$ cat config.mk
export PLATFORM = sky130hd
export DESIGN_NAME = png_idat_stored_zlib_framer_unit
export DESIGN_NICKNAME = d
export VERILOG_FILES = /design/src/design/pif_pkg.sv /design/src/design/pif_front.sv /design/src/design/pif_cmd_fifo.sv /design/src/design/pif_back.sv /design/src/design/png_idat_stored_zlib_framer_unit.sv
export SDC_FILE = /design/constraint.sdc
export NUM_CORES = 1
export LEC_CHECK = 0
export BUFFER_PORTS_ARGS = -buffer_cell sky130_fd_sc_hd__buf_4
export CORE_AREA = 8 8 242 244
export DETAILED_ROUTE_END_ITERATION = 7
export DIE_AREA = 0 0 250 252
export GPL_ROUTABILITY_DRIVEN = 0
export HOLD_SLACK_MARGIN = 0.15
export PLACE_DENSITY = 0.71
export REMOVE_ABC_BUFFERS = 1
export SETUP_SLACK_MARGIN = 0.15
export SLEW_MARGIN = 25
export SYNTH_ARGS = -nofsm -noshare
export SYNTH_HDL_FRONTEND = slang
export SYNTH_SLANG_ARGS = --single-unit
$ cat constraint.sdc
create_clock -name i_clk -period 11.4 [get_ports i_clk]
set_input_delay 0.57 -clock i_clk [delete_from_list [all_inputs] [get_ports i_clk]]
set_output_delay 0.57 -clock i_clk [all_outputs]
set_load 0.02 [all_outputs]
$ cat src/design/pif_pkg.sv
package pif_pkg;

    // Field and register widths.
    localparam int ROW_LEN_W   = 15;
    localparam int ROW_COUNT_W = 14;
    localparam int CFG_DATA_W  = 15;
    localparam int CFG_INDEX_W = 1;
    localparam int RAW_W       = 28;
    localparam int LEN_W       = 16;
    localparam int COL_W       = 15;
    localparam int PROD_W      = ROW_COUNT_W + LEN_W;

    // Register indexes on the configuration port.
    localparam logic [CFG_INDEX_W-1:0] CFG_ROW_LEN   = 1'b0;
    localparam logic [CFG_INDEX_W-1:0] CFG_ROW_COUNT = 1'b1;

    localparam logic [ROW_LEN_W-1:0]   ROW_LEN_RST   = 15'd2400;
    localparam logic [ROW_COUNT_W-1:0] ROW_COUNT_RST = 14'd800;
    // 800 rows of 2400 data bytes plus one filter byte each.
    localparam logic [RAW_W-1:0]       FRAME_LEN_RST = 28'd1920800;

    localparam int MAX_BLOCK_BYTES_DEF = 65535;

    localparam logic [16:0] ADLER_MOD = 17'd65521;
    localparam logic [7:0]  ZLIB_CMF  = 8'h78;
    localparam logic [7:0]  ZLIB_FLG  = 8'h01;

    // Queue between the front and the back.
    localparam int CMD_DEPTH = 4;
    localparam int CMD_PTR_W = 2;
    localparam int CMD_CNT_W = 3;

    // Output bytes an item may expand into, in stream order.
    localparam int NUM_STEPS = 18;
    localparam int STEP_W    = 5;
    localparam logic [STEP_W-1:0] STEP_HDR0  = 5'd0;
    localparam logic [STEP_W-1:0] STEP_HDR1  = 5'd1;
    localparam logic [STEP_W-1:0] STEP_A_FIN = 5'd2;
    localparam logic [STEP_W-1:0] STEP_A_L0  = 5'd3;
    localparam logic [STEP_W-1:0] STEP_A_L1  = 5'd4;
    localparam logic [STEP_W-1:0] STEP_A_N0  = 5'd5;
    localparam logic [STEP_W-1:0] STEP_A_N1  = 5'd6;
    localparam logic [STEP_W-1:0] STEP_FILT  = 5'd7;
    localparam logic [STEP_W-1:0] STEP_B_FIN = 5'd8;
    localparam logic [STEP_W-1:0] STEP_B_L0  = 5'd9;
    localparam logic [STEP_W-1:0] STEP_B_L1  = 5'd10;
    localparam logic [STEP_W-1:0] STEP_B_N0  = 5'd11;
    localparam logic [STEP_W-1:0] STEP_B_N1  = 5'd12;
    localparam logic [STEP_W-1:0] STEP_DATA  = 5'd13;
    localparam logic [STEP_W-1:0] STEP_T0    = 5'd14;
    localparam logic [STEP_W-1:0] STEP_T1    = 5'd15;
    localparam logic [STEP_W-1:0] STEP_T2    = 5'd16;
    localparam logic [STEP_W-1:0] STEP_T3    = 5'd17;

    typedef logic [NUM_STEPS-1:0] t_step_mask;

    // One classified input item.
    typedef struct packed {
        logic             hdr;
        logic             a_blk;
        logic             a_final;
        logic [LEN_W-1:0] a_len;
        logic             filt;
        logic             b_blk;
        logic             b_final;
        logic [LEN_W-1:0] b_len;
        logic             data;
        logic [7:0]       px;
        logic             trl;
    } t_cmd;

    typedef struct packed {
        logic [7:0] out_byte;
        logic       run_last;
        logic       stream_end;
    } t_out;

endpackage

$ cat src/design/pif_front.sv
module pif_front #(
    parameter int MAX_BLOCK_BYTES = pif_pkg::MAX_BLOCK_BYTES_DEF
) (
    input  logic                                i_clk,
    input  logic                                i_rst_n,
    input  logic                                i_cfg_we,
    input  logic [pif_pkg::CFG_INDEX_W-1:0]     i_cfg_index,
    input  logic [pif_pkg::CFG_DATA_W-1:0]      i_cfg_data,
    input  logic                                i_push,
    input  logic [7:0]                          i_pixel_byte,
    input  logic                                i_queue_full,
    output logic                                o_cmd_push,
    output pif_pkg::t_cmd                       o_cmd
);

    localparam logic [pif_pkg::RAW_W-1:0] MaxRaw = pif_pkg::RAW_W'(MAX_BLOCK_BYTES);
    localparam logic [pif_pkg::LEN_W-1:0] MaxLen = pif_pkg::LEN_W'(MAX_BLOCK_BYTES);

    logic [pif_pkg::ROW_LEN_W-1:0]   r_row_len, n_row_len;
    logic [pif_pkg::ROW_COUNT_W-1:0] r_row_count, n_row_count;
    logic [pif_pkg::RAW_W-1:0]       r_frame_len, n_frame_len;
    logic [pif_pkg::RAW_W-1:0]       r_raw, n_raw;
    logic [pif_pkg::LEN_W-1:0]       r_blk, n_blk;
    logic [pif_pkg::COL_W-1:0]       r_col, n_col;
    logic                            r_started, n_started;

    logic [pif_pkg::ROW_LEN_W-1:0]   cfg_rb_eff, rb_eff;
    logic [pif_pkg::ROW_COUNT_W-1:0] cfg_rc_eff;
    logic [pif_pkg::PROD_W-1:0]      prod;
    logic                            accept;

    logic [pif_pkg::RAW_W-1:0] raw0, raw1, raw2;
    logic [pif_pkg::LEN_W-1:0] blk0, blk1, blk2, blk_a, blk_b;
    logic [pif_pkg::COL_W-1:0] col0;
    logic [pif_pkg::COL_W:0]   col_inc;
    logic                      a_end, b_end, frame_end;
    pif_pkg::t_cmd             cmd;

    // The frame length is kept ready from the next register values, so an
    // item right after a write already sees it.
    always_comb begin
        n_row_len   = r_row_len;
        n_row_count = r_row_count;
        if (i_cfg_we && (i_cfg_index == pif_pkg::CFG_ROW_LEN)) begin
            n_row_len = i_cfg_data[pif_pkg::ROW_LEN_W-1:0];
        end
        if (i_cfg_we && (i_cfg_index == pif_pkg::CFG_ROW_COUNT)) begin
            n_row_count = i_cfg_data[pif_pkg::ROW_COUNT_W-1:0];
        end
        cfg_rb_eff = (n_row_len == '0) ? pif_pkg::ROW_LEN_W'(1) : n_row_len;
        cfg_rc_eff = (n_row_count == '0) ? pif_pkg::ROW_COUNT_W'(1) : n_row_count;
        prod = pif_pkg::PROD_W'(cfg_rc_eff)
             * pif_pkg::PROD_W'(pif_pkg::LEN_W'(cfg_rb_eff) + pif_pkg::LEN_W'(1));
        if (prod[pif_pkg::PROD_W-1:pif_pkg::RAW_W] != '0) begin
            n_frame_len = '1;
        end else begin
            n_frame_len = prod[pif_pkg::RAW_W-1:0];
        end
    end

    assign accept     = i_push && !i_queue_full;
    assign o_cmd_push = accept;
    assign o_cmd      = cmd;

    always_comb begin
        rb_eff = (r_row_len == '0) ? pif_pkg::ROW_LEN_W'(1) : r_row_len;

        cmd.hdr = !r_started;
        raw0    = r_started ? r_raw : r_frame_len;
        blk0    = r_started ? r_blk : '0;
        col0    = r_started ? r_col : '0;

        // Filter byte at the start of a row; the frame always has room for it.
        cmd.filt    = (col0 == '0);
        cmd.a_blk   = cmd.filt && (blk0 == '0);
        cmd.a_final = (raw0 <= MaxRaw);
        cmd.a_len   = cmd.a_final ? raw0[pif_pkg::LEN_W-1:0] : MaxLen;
        blk_a       = cmd.a_blk ? cmd.a_len : blk0;
        blk1        = cmd.filt ? (blk_a - pif_pkg::LEN_W'(1)) : blk0;
        raw1        = cmd.filt ? (raw0 - pif_pkg::RAW_W'(1)) : raw0;
        a_end       = cmd.filt && (raw1 == '0);

        // The data byte is dropped when the frame ran out on the filter byte.
        cmd.data    = !a_end;
        cmd.px      = i_pixel_byte;
        cmd.b_blk   = cmd.data && (blk1 == '0);
        cmd.b_final = (raw1 <= MaxRaw);
        cmd.b_len   = cmd.b_final ? raw1[pif_pkg::LEN_W-1:0] : MaxLen;
        blk_b       = cmd.b_blk ? cmd.b_len : blk1;
        blk2        = cmd.data ? (blk_b - pif_pkg::LEN_W'(1)) : blk1;
        raw2        = cmd.data ? (raw1 - pif_pkg::RAW_W'(1)) : raw1;
        b_end       = cmd.data && (raw2 == '0);

        frame_end = a_end || b_end;
        cmd.trl   = frame_end;

        col_inc = {1'b0, col0} + (pif_pkg::COL_W + 1)'(1);
        n_raw     = raw2;
        n_started = !frame_end;
        n_blk     = frame_end ? '0 : blk2;
        if (frame_end) begin
            n_col = '0;
        end else if (col_inc >= (pif_pkg::COL_W + 1)'(rb_eff)) begin
            n_col = '0;
        end else begin
            n_col = col_inc[pif_pkg::COL_W-1:0];
        end
    end

    always_ff @(posedge i_clk) begin
        if (!i_rst_n) begin
            r_row_len   <= pif_pkg::ROW_LEN_RST;
            r_row_count <= pif_pkg::ROW_COUNT_RST;
            r_frame_len <= pif_pkg::FRAME_LEN_RST;
            r_raw       <= '0;
            r_blk       <= '0;
            r_col       <= '0;
            r_started   <= 1'b0;
        end else begin
            r_row_len   <= n_row_len;
            r_row_count <= n_row_count;
            r_frame_len <= n_frame_len;
            if (accept) begin
                r_raw     <= n_raw;
                r_blk     <= n_blk;
                r_col     <= n_col;
                r_started <= n_started;
            end
        end
    end

`ifndef ASSERT_OFF
    a_started_has_bytes: assert property (@(posedge i_clk) disable iff (!i_rst_n)
        r_started |-> (r_raw != '0))
        else $error("frame open with no bytes left");
    a_block_within_frame: assert property (@(posedge i_clk) disable iff (!i_rst_n)
        r_started |-> (pif_pkg::RAW_W'(r_blk) <= r_raw))
        else $error("open block longer than the rest of the frame");
    a_end_closes_frame: assert property (@(posedge i_clk) disable iff (!i_rst_n)
        (accept && cmd.trl) |=> (!r_started && r_blk == '0 && r_col == '0))
        else $error("frame end did not clear the framing state");
`endif

endmodule

$ cat src/design/pif_cmd_fifo.sv
module pif_cmd_fifo (
    input  logic          i_clk,
    input  logic          i_rst_n,
    input  logic          i_push,
    input  pif_pkg::t_cmd i_cmd,
    input  logic          i_pop,
    output logic          o_full,
    output logic          o_valid,
    output pif_pkg::t_cmd o_head
);

    pif_pkg::t_cmd                 r_mem [pif_pkg::CMD_DEPTH];
    logic [pif_pkg::CMD_PTR_W-1:0] r_wr, r_rd;
    logic [pif_pkg::CMD_CNT_W-1:0] r_count;
    logic                          do_push, do_pop;

    assign o_full  = (r_count == pif_pkg::CMD_CNT_W'(pif_pkg::CMD_DEPTH));
    assign o_valid = (r_count != '0);
    assign o_head  = r_mem[r_rd];
    assign do_push = i_push && !o_full;
    assign do_pop  = i_pop && o_valid;

    always_ff @(posedge i_clk) begin
        if (do_push) begin
            r_mem[r_wr] <= i_cmd;
        end
    end

    always_ff @(posedge i_clk) begin
        if (!i_rst_n) begin
            r_wr    <= '0;
            r_rd    <= '0;
            r_count <= '0;
        end else begin
            if (do_push) begin
                r_wr <= r_wr + pif_pkg::CMD_PTR_W'(1);
            end
            if (do_pop) begin
                r_rd <= r_rd + pif_pkg::CMD_PTR_W'(1);
            end
            case ({do_push, do_pop})
                2'b10:   r_count <= r_count + pif_pkg::CMD_CNT_W'(1);
                2'b01:   r_count <= r_count - pif_pkg::CMD_CNT_W'(1);
                default: r_count <= r_count;
            endcase
        end
    end

endmodule

$ cat src/design/pif_back.sv
module pif_back (
    input  logic          i_clk,
    input  logic          i_rst_n,
    input  logic          i_head_valid,
    input  pif_pkg::t_cmd i_head,
    output logic          o_cmd_pop,
    input  logic          i_pop,
    output logic          o_empty,
    output logic [7:0]    o_out_byte,
    output logic          o_run_last,
    output logic          o_stream_end
);

    pif_pkg::t_step_mask       r_done, n_done;
    pif_pkg::t_step_mask       head_mask, rem, sel;
    logic [pif_pkg::STEP_W-1:0] idx;
    logic                      emit, last, ofull;
    logic [7:0]                step_byte;

    logic [15:0] r_adl_lo, r_adl_hi;
    logic [16:0] lo_sum, hi_sum;
    logic [15:0] lo_next, hi_next;

    pif_pkg::t_out r_obuf [2];
    logic          r_owr, r_ord;
    logic [1:0]    r_ocnt;
    logic          opush, opop;
    pif_pkg::t_out obyte;

    always_comb begin
        head_mask = '0;
        head_mask[pif_pkg::STEP_HDR0]  = i_head.hdr;
        head_mask[pif_pkg::STEP_HDR1]  = i_head.hdr;
        head_mask[pif_pkg::STEP_A_FIN] = i_head.a_blk;
        head_mask[pif_pkg::STEP_A_L0]  = i_head.a_blk;
        head_mask[pif_pkg::STEP_A_L1]  = i_head.a_blk;
        head_mask[pif_pkg::STEP_A_N0]  = i_head.a_blk;
        head_mask[pif_pkg::STEP_A_N1]  = i_head.a_blk;
        head_mask[pif_pkg::STEP_FILT]  = i_head.filt;
        head_mask[pif_pkg::STEP_B_FIN] = i_head.b_blk;
        head_mask[pif_pkg::STEP_B_L0]  = i_head.b_blk;
        head_mask[pif_pkg::STEP_B_L1]  = i_head.b_blk;
        head_mask[pif_pkg::STEP_B_N0]  = i_head.b_blk;
        head_mask[pif_pkg::STEP_B_N1]  = i_head.b_blk;
        head_mask[pif_pkg::STEP_DATA]  = i_head.data;
        head_mask[pif_pkg::STEP_T0]    = i_head.trl;
        head_mask[pif_pkg::STEP_T1]    = i_head.trl;
        head_mask[pif_pkg::STEP_T2]    = i_head.trl;
        head_mask[pif_pkg::STEP_T3]    = i_head.trl;

        rem = i_head_valid ? (head_mask & ~r_done) : '0;

        // Lowest pending step goes out first.
        idx = '0;
        for (int k = pif_pkg::NUM_STEPS - 1; k >= 0; k--) begin
            if (rem[k]) begin
                idx = pif_pkg::STEP_W'(k);
            end
        end
        sel  = pif_pkg::t_step_mask'(1) << idx;
        last = ((rem & ~sel) == '0);
    end

    always_comb begin
        case (idx)
            pif_pkg::STEP_HDR0:  step_byte = pif_pkg::ZLIB_CMF;
            pif_pkg::STEP_HDR1:  step_byte = pif_pkg::ZLIB_FLG;
            pif_pkg::STEP_A_FIN: step_byte = {7'd0, i_head.a_final};
            pif_pkg::STEP_A_L0:  step_byte = i_head.a_len[7:0];
            pif_pkg::STEP_A_L1:  step_byte = i_head.a_len[15:8];
            pif_pkg::STEP_A_N0:  step_byte = ~i_head.a_len[7:0];
            pif_pkg::STEP_A_N1:  step_byte = ~i_head.a_len[15:8];
            pif_pkg::STEP_FILT:  step_byte = 8'h00;
            pif_pkg::STEP_B_FIN: step_byte = {7'd0, i_head.b_final};
            pif_pkg::STEP_B_L0:  step_byte = i_head.b_len[7:0];
            pif_pkg::STEP_B_L1:  step_byte = i_head.b_len[15:8];
            pif_pkg::STEP_B_N0:  step_byte = ~i_head.b_len[7:0];
            pif_pkg::STEP_B_N1:  step_byte = ~i_head.b_len[15:8];
            pif_pkg::STEP_DATA:  step_byte = i_head.px;
            pif_pkg::STEP_T0:    step_byte = r_adl_hi[15:8];
            pif_pkg::STEP_T1:    step_byte = r_adl_hi[7:0];
            pif_pkg::STEP_T2:    step_byte = r_adl_lo[15:8];
            pif_pkg::STEP_T3:    step_byte = r_adl_lo[7:0];
            default:             step_byte = 8'h00;
        endcase
    end

    assign ofull     = (r_ocnt == 2'd2);
    assign emit      = (rem != '0) && !ofull;
    assign o_cmd_pop = emit && last;

    always_comb begin
        if (emit) begin
            n_done = last ? '0 : (r_done | sel);
        end else begin
            n_done = r_done;
        end
    end

    // Adler-32 over the raw bytes as they leave; the trailer follows the
    // last raw byte, so it reads the sums already updated.
    always_comb begin
        lo_sum  = {1'b0, r_adl_lo} + {9'd0, step_byte};
        lo_next = (lo_sum >= pif_pkg::ADLER_MOD) ? 16'(lo_sum - pif_pkg::ADLER_MOD)
                                                 : lo_sum[15:0];
        hi_sum  = {1'b0, r_adl_hi} + {1'b0, lo_next};
        hi_next = (hi_sum >= pif_pkg::ADLER_MOD) ? 16'(hi_sum - pif_pkg::ADLER_MOD)
                                                 : hi_sum[15:0];
    end

    always_ff @(posedge i_clk) begin
        if (!i_rst_n) begin
            r_done   <= '0;
            r_adl_lo <= 16'd1;
            r_adl_hi <= 16'd0;
        end else begin
            r_done <= n_done;
            if (emit && (idx == pif_pkg::STEP_HDR0)) begin
                r_adl_lo <= 16'd1;
                r_adl_hi <= 16'd0;
            end else if (emit && (idx == pif_pkg::STEP_FILT || idx == pif_pkg::STEP_DATA)) begin
                r_adl_lo <= lo_next;
                r_adl_hi <= hi_next;
            end
        end
    end

    // Two-entry output queue parts the back from the receiver.
    assign obyte.out_byte   = step_byte;
    assign obyte.run_last   = last;
    assign obyte.stream_end = (idx == pif_pkg::STEP_T3);
    assign opush            = emit;
    assign opop             = i_pop && (r_ocnt != 2'd0);

    always_ff @(posedge i_clk) begin
        if (opush) begin
            r_obuf[r_owr] <= obyte;
        end
    end

    always_ff @(posedge i_clk) begin
        if (!i_rst_n) begin
            r_owr  <= 1'b0;
            r_ord  <= 1'b0;
            r_ocnt <= 2'd0;
        end else begin
            if (opush) begin
                r_owr <= ~r_owr;
            end
            if (opop) begin
                r_ord <= ~r_ord;
            end
            case ({opush, opop})
                2'b10:   r_ocnt <= r_ocnt + 2'd1;
                2'b01:   r_ocnt <= r_ocnt - 2'd1;
                default: r_ocnt <= r_ocnt;
            endcase
        end
    end

    assign o_empty      = (r_ocnt == 2'd0);
    assign o_out_byte   = r_obuf[r_ord].out_byte;
    assign o_run_last   = r_obuf[r_ord].run_last;
    assign o_stream_end = r_obuf[r_ord].stream_end;

`ifndef ASSERT_OFF
    a_end_is_last: assert property (@(posedge i_clk) disable iff (!i_rst_n)
        (emit && idx == pif_pkg::STEP_T3) |-> last)
        else $error("stream end byte is not the last byte of its item");
    a_done_subset: assert property (@(posedge i_clk) disable iff (!i_rst_n)
        (r_done & ~(i_head_valid ? head_mask : '0)) == '0)
        else $error("sent steps not part of the head item");
    a_adler_range: assert property (@(posedge i_clk) disable iff (!i_rst_n)
        ({1'b0, r_adl_lo} < pif_pkg::ADLER_MOD) && ({1'b0, r_adl_hi} < pif_pkg::ADLER_MOD))
        else $error("Adler sum out of range");
    a_out_count: assert property (@(posedge i_clk) disable iff (!i_rst_n)
        (r_ocnt != 2'd3))
        else $error("output queue overfilled");
`endif

endmodule

$ cat src/design/png_idat_stored_zlib_framer_unit.sv
// PNG IDAT framer: wraps raster image bytes into a zlib stream of stored
// deflate blocks with an Adler-32 trailer.
// Input channel: an item is one image byte on i_pixel_byte, taken on a clock
// edge with push high and full low. Output channel: while empty is low the
// oldest stream byte is on o_out_byte, with o_run_last marking the last byte
// produced by one item and o_stream_end marking the final Adler-32 byte;
// pop takes it.
// Configuration: i_cfg_we writes i_cfg_data into the row length in bytes
// (index 0) or row_count (index 1); write only between frames or while no bytes
// are in flight. The frame length is latched when the first byte of a frame arrives.
// The first byte of an item passes through the command queue, then the output queue,
// before it can be popped. Throughput: one output byte per cycle from the expansion
// unit while the output queue has room; an ordinary data byte is one output byte, so
// items flow at one per cycle, while items carrying the zlib header, a filter byte,
// a block header or trailer hold the expander; the four-entry command queue fills.
// Reset clears the framing state and queues, restarts the Adler sums and restores
// rows of 2400 bytes and row_count 800. A stalled receiver fills the two-entry
// output queue, then the command queue, then full rises; nothing is lost.
module png_idat_stored_zlib_framer_unit #(
    parameter int MAX_BLOCK_BYTES = pif_pkg::MAX_BLOCK_BYTES_DEF
) (
    input  logic                            i_clk,
    input  logic                            i_rst_n,
    input  logic                            i_cfg_we,
    input  logic [pif_pkg::CFG_INDEX_W-1:0] i_cfg_index,
    input  logic [pif_pkg::CFG_DATA_W-1:0]  i_cfg_data,
    input  logic                            push,
    output logic                            full,
    input  logic [7:0]                      i_pixel_byte,
    output logic                            empty,
    input  logic                            pop,
    output logic [7:0]                      o_out_byte,
    output logic                            o_run_last,
    output logic                            o_stream_end
);

    logic          cmd_push, cmd_pop, cmd_full, cmd_valid;
    pif_pkg::t_cmd cmd_in, cmd_head;

    assign full = cmd_full;

    pif_front #(
        .MAX_BLOCK_BYTES(MAX_BLOCK_BYTES)
    ) u_front (
        .i_clk        (i_clk),
        .i_rst_n      (i_rst_n),
        .i_cfg_we     (i_cfg_we),
        .i_cfg_index  (i_cfg_index),
        .i_cfg_data   (i_cfg_data),
        .i_push       (push),
        .i_pixel_byte (i_pixel_byte),
        .i_queue_full (cmd_full),
        .o_cmd_push   (cmd_push),
        .o_cmd        (cmd_in)
    );

    pif_cmd_fifo u_cmd_fifo (
        .i_clk   (i_clk),
        .i_rst_n (i_rst_n),
        .i_push  (cmd_push),
        .i_cmd   (cmd_in),
        .i_pop   (cmd_pop),
        .o_full  (cmd_full),
        .o_valid (cmd_valid),
        .o_head  (cmd_head)
    );

    pif_back u_back (
        .i_clk        (i_clk),
        .i_rst_n      (i_rst_n),
        .i_head_valid (cmd_valid),
        .i_head       (cmd_head),
        .o_cmd_pop    (cmd_pop),
        .i_pop        (pop),
        .o_empty      (empty),
        .o_out_byte   (o_out_byte),
        .o_run_last   (o_run_last),
        .o_stream_end (o_stream_end)
    );

endmodule
==> flow_metrics.py, run 1 <==
metrics = {
    "status": {
        "status": "complete, no violations",
    },
    "detailed_routing": {
        "wl_um": 82000,
        "firstDrtPassIters": 8,
        "vias_per_cell": 6.33,
        "wire_per_inst_um": 21.3,
        "drt_iter0_markers": 2246,
        "via_count": 24392,
        "ant_nets": 0,
        "drcViolationCount": 0,
    },
    "worst_setup_path": {
        "startpoint_type": "flip-flop",
        "endpoint_kind": "flip-flop",
        "worstPathMaxFanout": 11,
        "worstPathArrival_ns": 11.01,
        "slowest_delay_ns": 0.59,
        "critPathMostFrequentCell": "a21oi_1",
        "critPathKind": "reg2reg",
        "cp_slowest_cell": "mux4_2",
        "crit_required_ns": 11.92,
    },
    "yosys": {
        "avgSynthCellArea_um2": 9.61,
        "synth_top_family_by_area": "simple AND/OR/NAND/NOR gates",
        "synth.top_cell.area_share_pct": 21.4,
        "synth_mux_area_share_pct": 6.73,
        "synth_cell_types": 114,
        "synthXorXnorAreaFrac_pct": 5.12,
        "syn_inst": 3095,
        "synth_fa_ha_area_share_pct": 17.7,
        "yosysTopAreaCell": "edfxtp_1",
        "synth_compound_area_share_pct": 12.8,
        "synth.most_common_cell": "nand2_1",
        "yosys_warnings": 0,
        "ys_seq_elements": 393,
        "synth_area_um2": 29700,
        "synth.top_cells.by_area": "edfxtp_1, dfxtp_1, fa_1",
        "synth_flop_cell": "edfxtp_1",
        "yosysSeqAreaShare_pct": 33.6,
        "synth-simple-area-share_pct": 19.0,
        "synth-edff-count": 212,
        "synthTopCellsByCount": "nand2_1, nor2_1, inv_1, edfxtp_1, dfxtp_1",
        "synthArstFlopShare_pct": 0,
    },
    "clock_tree": {
        "numCtsBuffers": 44,
        "postCtsHoldBufs": 0,
        "cts-root-buf": "clkbuf_16",
        "cts_tree": "built",
        "htreeDepth": 2,
        "cts_sinks": 393,
        "path_clk_slew_ns": 0.06,
        "clock_latency_ns": 0.59,
        "cts_buffer_depth": 3,
    },
    "power_and_ir_drop": {
        "powerDensity_nw_per_um2": 265,
        "ir_worst_vdd_v": 0.000240,
        "p_total_mw": 8.56,
        "leakage_nw": 12.5,
    },
    "final_layout": {
        "drive_gt1_share_pct": 10.9,
        "area_growth_pct": 8.65,
        "diodes": 0,
        "final_util_pct": 59.1,
        "fin_nets": 3464,
        "fin_cells": 3855,
    },
    "floorplan": {
        "std_cell_rows": 86,
        "start_util_pct": 54.4,
        "dieArea_um2": 63000,
        "die_h_um": 252,
        "core_area_um2": 54700,
        "pin_count": 41,
        "die_x_um": 250,
    },
    "sta": {
        "post-route-min-period_ns": 10.50,
        "setup_viol": 0,
        "hold_viol_final": 0,
        "period_share_pct": 92.1,
        "worst_pin_slew_ns": 1.05,
        "max_clock_freq_mhz": 95.3,
        "maxSlewViolCount": 0,
        "fin_skew_ns": 0.0264,
        "finalSetupTns_ns": 0,
        "slew_headroom_pct": 29.9,
        "rsz0062_at_grt": "no",
        "whs_ns": 0.193,
    },
    "global_routing": {
        "grt_pass1_wl_um": 132000,
        "grt_usage_pct": 25.8,
        "grt_pass1_vias": 24015,
        "grt_max_degree": 66,
        "antenna_found_initial": 0,
        "overflow": 0,
    },
    "place": {
        "hpwl_um": 62200,
        "port_buffers": 40,
        "dp.cells": 3768,
    },
    "hold_path": {
        "hold_class": "in2reg",
        "hold_start": "i_pixel_byte[1]",
    },
    "flow_run": {
        "maxCapViolations": 0,
    },
}
## sequential cells by signal, summed over array words and instances (netlist names), 15 cells and up, named ones only
name and flops:
u_back.r_adl_hi 16, u_back.r_adl_lo 16, u_back.r_done 18, u_back.r_obuf 20, u_cmd_fifo.r_mem 192, u_front.r_blk 16
u_front.r_col 15, u_front.r_frame_len 28, u_front.r_raw 28, u_front.r_row_len 15
## power by group
group / switching [mW] / total (mW) / internal (mW)
logic: 3.28 / 5.18 / 1.89
clock network: 0.609 / 1.43 / 0.821
registers: 0.172 / 1.95 / 1.78
## metrics by stage
step | setup WS (ns) | area (um^2)
6_report | 0.902 | 32300
5_1_grt | 0.165 | 32300
2_1_floorplan | 0.0651 | 29200
3_5_place_dp | 0.0395 | 30700
3_3_place_gp | 0.624 | 30700
4_1_cts | 0.562 | 32200
## what timing repair did
action | in CTS | in global routing
endpoints found under the setup margin | 0 | 43
buffers inserted | 0 | 6
gates resized for setup | 0 | 11
endpoints found under the hold margin | 0 | 0
## area by class of cell
cell class | instances | area, um^2
Clock buffer | 54 | 1220
Clock inverter | 27 | 246
Fill cell | 4576 | 22400
Inverter | 252 | 951
Multi-Input combinational cell | 2331 | 18300
Sequential cell | 393 | 10000
Tap cell | 704 | 881
Timing Repair Buffer | 94 | 706
## routing by layer
layer,GRT usage (%),wire (um),vias up
met5,0,0,-
met4,9.49,3120,0
met3,5.12,6820,245
met2,42.5,38800,1146
met1,33.5,33300,12020
li1,-,-,10981
## cell families (layout without fill, tap and decap cells)
kind of cell	after synthesis	count (layout)
DFF	393	393
buffers and inverters	371	427
and+or+nand+nor	1153	1153
AOI/OAI and AO/OA	552	552
muxes	134	134
xor gates and xnor gates	173	173
adders and majority gates	319	319
## cell usage in the layout (no fill, tap or decap), drive strengths merged, types with 54 or more instances in the layout
cell type  synthesis  routed
nand2            366     366
nand3             64      64
xnor2            110     110
dfxtp            181     181
a21oi            158     158
buf               34      94
mux2i             54      54
o21ai             95      95
nor3              75      75
clkbuf            85      54
inv              248     253
fa               168     168
a211oi            55      55
ha               151     151
xor2              63      63
edfxtp           212     212
and2              54      54
nor2             341     341
## worst max-delay path, delay by kind of cell, from the launching register on
kind	cells	cell delay, ns
AOI/OAI and AO/OA	25	5.58
xor gates and xnor gates	2	0.46
adders and majority gates	2	0.83
buffers and inverters	1	0.18
DFF	1	0.45
muxes	1	0.59
and+or+nand+nor	8	2.34
## path summary, 6_finish.rpt
| kind | endpoint | slack (ns) | cells after the start |
|---|---|---|---|
| max reg2reg | u_back.r_adl_hi[5] | 0.90 | 39 |
| max | u_back.r_adl_hi[5] | 0.90 | 39 |
| min | u_cmd_fifo.r_mem[3][2] | 0.19 | 1 |
| min reg2reg | u_back.r_adl_hi[0] | 0.49 | 2 |
Note: power is estimated with default switching activity, not from simulation.
==> run 2, diff against run 1 <==
Settings changed: CELL_PAD_IN_SITES_DETAIL_PLACEMENT set to 0, CELL_PAD_IN_SITES_GLOBAL_PLACEMENT set to 1, CORE_AREA 8 8 242 244 to 8 8 251 253, DIE_AREA 0 0 250 252 to 0 0 259 261, PLACE_DENSITY 0.71 to 0.82, REMOVE_ABC_BUFFERS 1 to not set.
==> flow_metrics.py, run 2 (synthesized netlist as in run 1, its figures left out) <==
metrics = {
    "sta": {
        "maxSlewViolCount": 0,
        "hold_viol_final": 0,
        "finalSetupTns_ns": 0,
        "period_share_pct": 92.2,
        "max_clock_freq_mhz": 95.1,
        "layout_setup_ws_ns": 0.887,
        "post-route-min-period_ns": 10.51,
        "whs_ns": 0.180,
        "worst_pin_slew_ns": 0.969,
        "slew_headroom_pct": 35.0,
        "rsz0062_at_grt": "no",
        "fin_skew_ns": 0.0487,
        "setup_viol": 0,
    },
    "power_and_ir_drop": {
        "p_int_mw": 4.52,
        "pwr-share-seq_pct": 22.7,
        "powerDensity_nw_per_um2": 264,
        "clkPwrFrac_pct": 17.5,
        "sw_frac_of_total_pct": 47.2,
        "ir_worst_vdd_v": 0.000238,
        "p_total_mw": 8.57,
        "leakage_nw": 12.5,
        "p_switching_mw": 4.04,
        "pwr-share-comb_pct": 59.8,
    },
    "final_layout": {
        "final_cell_mix": "nand2_1, nor2_1, inv_1",
        "fin_nets": 3470,
        "diodes": 0,
        "drive_gt1_share_pct": 10.7,
        "reg_top3": "u_cmd_fifo.r_mem (192), u_front.r_frame_len (28), u_front.r_raw (28)",
        "largest_reg_flops": 192,
        "area_growth_pct": 9.37,
        "final_util_pct": 54.8,
        "multiInputGateArea_um2": 18300,
        "top_register": "u_cmd_fifo.r_mem",
        "final_common_cell": "nand2_1",
        "nFillCells": 5213,
        "seqCellArea_um2": 10000,
    },
    "global_routing": {
        "grt_pass1_vias": 23753,
        "grt_max_degree": 68,
        "grt_pass1_wl_um": 135000,
        "antenna_found_initial": 2,
        "overflow": 0,
        "grt_usage_pct": 24.9,
    },
    "clock_tree": {
        "htreeDepth": 2,
        "cts_tree": "built",
        "numCtsBuffers": 45,
        "cts_sinks": 393,
        "cts_buffer_depth": 3,
        "path_clk_slew_ns": 0.06,
        "clock_latency_ns": 0.61,
        "cts-root-buf": "clkbuf_16",
    },
    "flow_run": {
        "maxCapViolations": 0,
    },
    "worst_setup_path": {
        "critPathKind": "reg2reg",
        "crit_end": "u_back.r_adl_hi[5]",
        "startpoint_type": "flip-flop",
        "path_buf_inv": 2,
        "critical-path-top-delay-family": "compound AO/OA/AOI/OAI gates",
        "worstSetupPathDepth": 41,
        "critPathMostFrequentCell": "a21oi_1",
        "worstPathArrival_ns": 11.04,
        "worstPathMaxFanout": 11,
        "cp_slowest_cell": "mux4_2",
        "regToRegSetupSlack_ns": 0.89,
        "slowest_delay_ns": 0.58,
        "reg2regPathDepth": 41,
        "r2r-end": "u_back.r_adl_hi[5]",
        "crit_required_ns": 11.93,
        "endpoint_kind": "flip-flop",
    },
    "detailed_routing": {
        "vias_per_cell": 6.11,
        "drcViolationCount": 0,
        "met2WireLength_um": 40800,
        "ant_nets": 0,
        "highest_layer": "met4",
        "firstDrtPassIters": 8,
        "wl_um": 85100,
        "wire_per_inst_um": 21.6,
        "wl_met3_um": 6100,
        "wl_met1_um": 34700,
        "via_count": 24079,
        "drt_iter0_markers": 2289,
    },
    "place": {
        "hpwl_um": 64600,
        "dp_worst_setup_slack_ns": 0.597,
        "port_buffers": 40,
    },
    "hold_path": {
        "hold_start": "i_pixel_byte[2]",
        "hold_class": "in2reg",
        "hold_depth": 1,
    },
    "status": {
        "status": "complete, no violations",
    },
    "floorplan": {
        "start_util_pct": 50.1,
        "pin_count": 41,
        "core_area_um2": 59300,
        "die_h_um": 261,
        "die_x_um": 259,
        "dieArea_um2": 67600,
        "std_cell_rows": 90,
    },
    "yosys": {
        "synth.net_count": 3443,
    },
}
-- run 2: worst min path at each step --
stage | slack [ns] | end
after floorplan | 0.43 | u_back.r_done[7]
after global placement | 0.45 | u_back.r_done[7]
after detailed placement | 0.46 | u_back.r_done[7]
after CTS | 0.15 | u_cmd_fifo.r_mem[2][3]
after global routing | 0.16 | u_cmd_fifo.r_mem[2][3]
final | 0.18 | u_cmd_fifo.r_mem[2][3]
-- run 2: per-stage QoR --
step | instance area [um^2] | cells
after floorplan | 29700 | 3095
after global placement | 30900 | 3855
after detailed placement | 30900 | 3855
after CTS | 32500 | 3940
after global routing | 32500 | 3940
final | 32500 | 3940
-- run 2: repair_timing --
item                                    4_1_cts  5_1_grt
endpoints found under the hold margin         2        0
endpoints found under the setup margin        0       14
hold buffers                                  2        0
setup buffers                                 0        0
gates resized for setup                       0        8
-- run 2: per-layer routing --
layer  up-vias  track usage (%)
met5         -                0
met4         0             9.89
met3       222             3.99
met2       994             41.8
met1     11863             32.2
li1      11000                -
-- run 2: cell type report --
class	instances	area share, %
multi-input combinational	2331	56.2
sequential	393	30.7
clock buffer	64	3.93
tap	782	3.01
inverter	252	2.92
timing repair buffer	99	2.30
clock inverter	19	0.877
-- run 2: power by group through the flow --
stage	Combinational, mW	Sequential [mW]	Clock [mW]
after detailed placement	5.04	1.97	0
after global placement	4.95	1.97	0
after floorplan	3.77	1.89	0
final	5.12	1.95	1.50
after CTS	5.08	1.95	1.53
after global routing	5.66	1.97	1.58
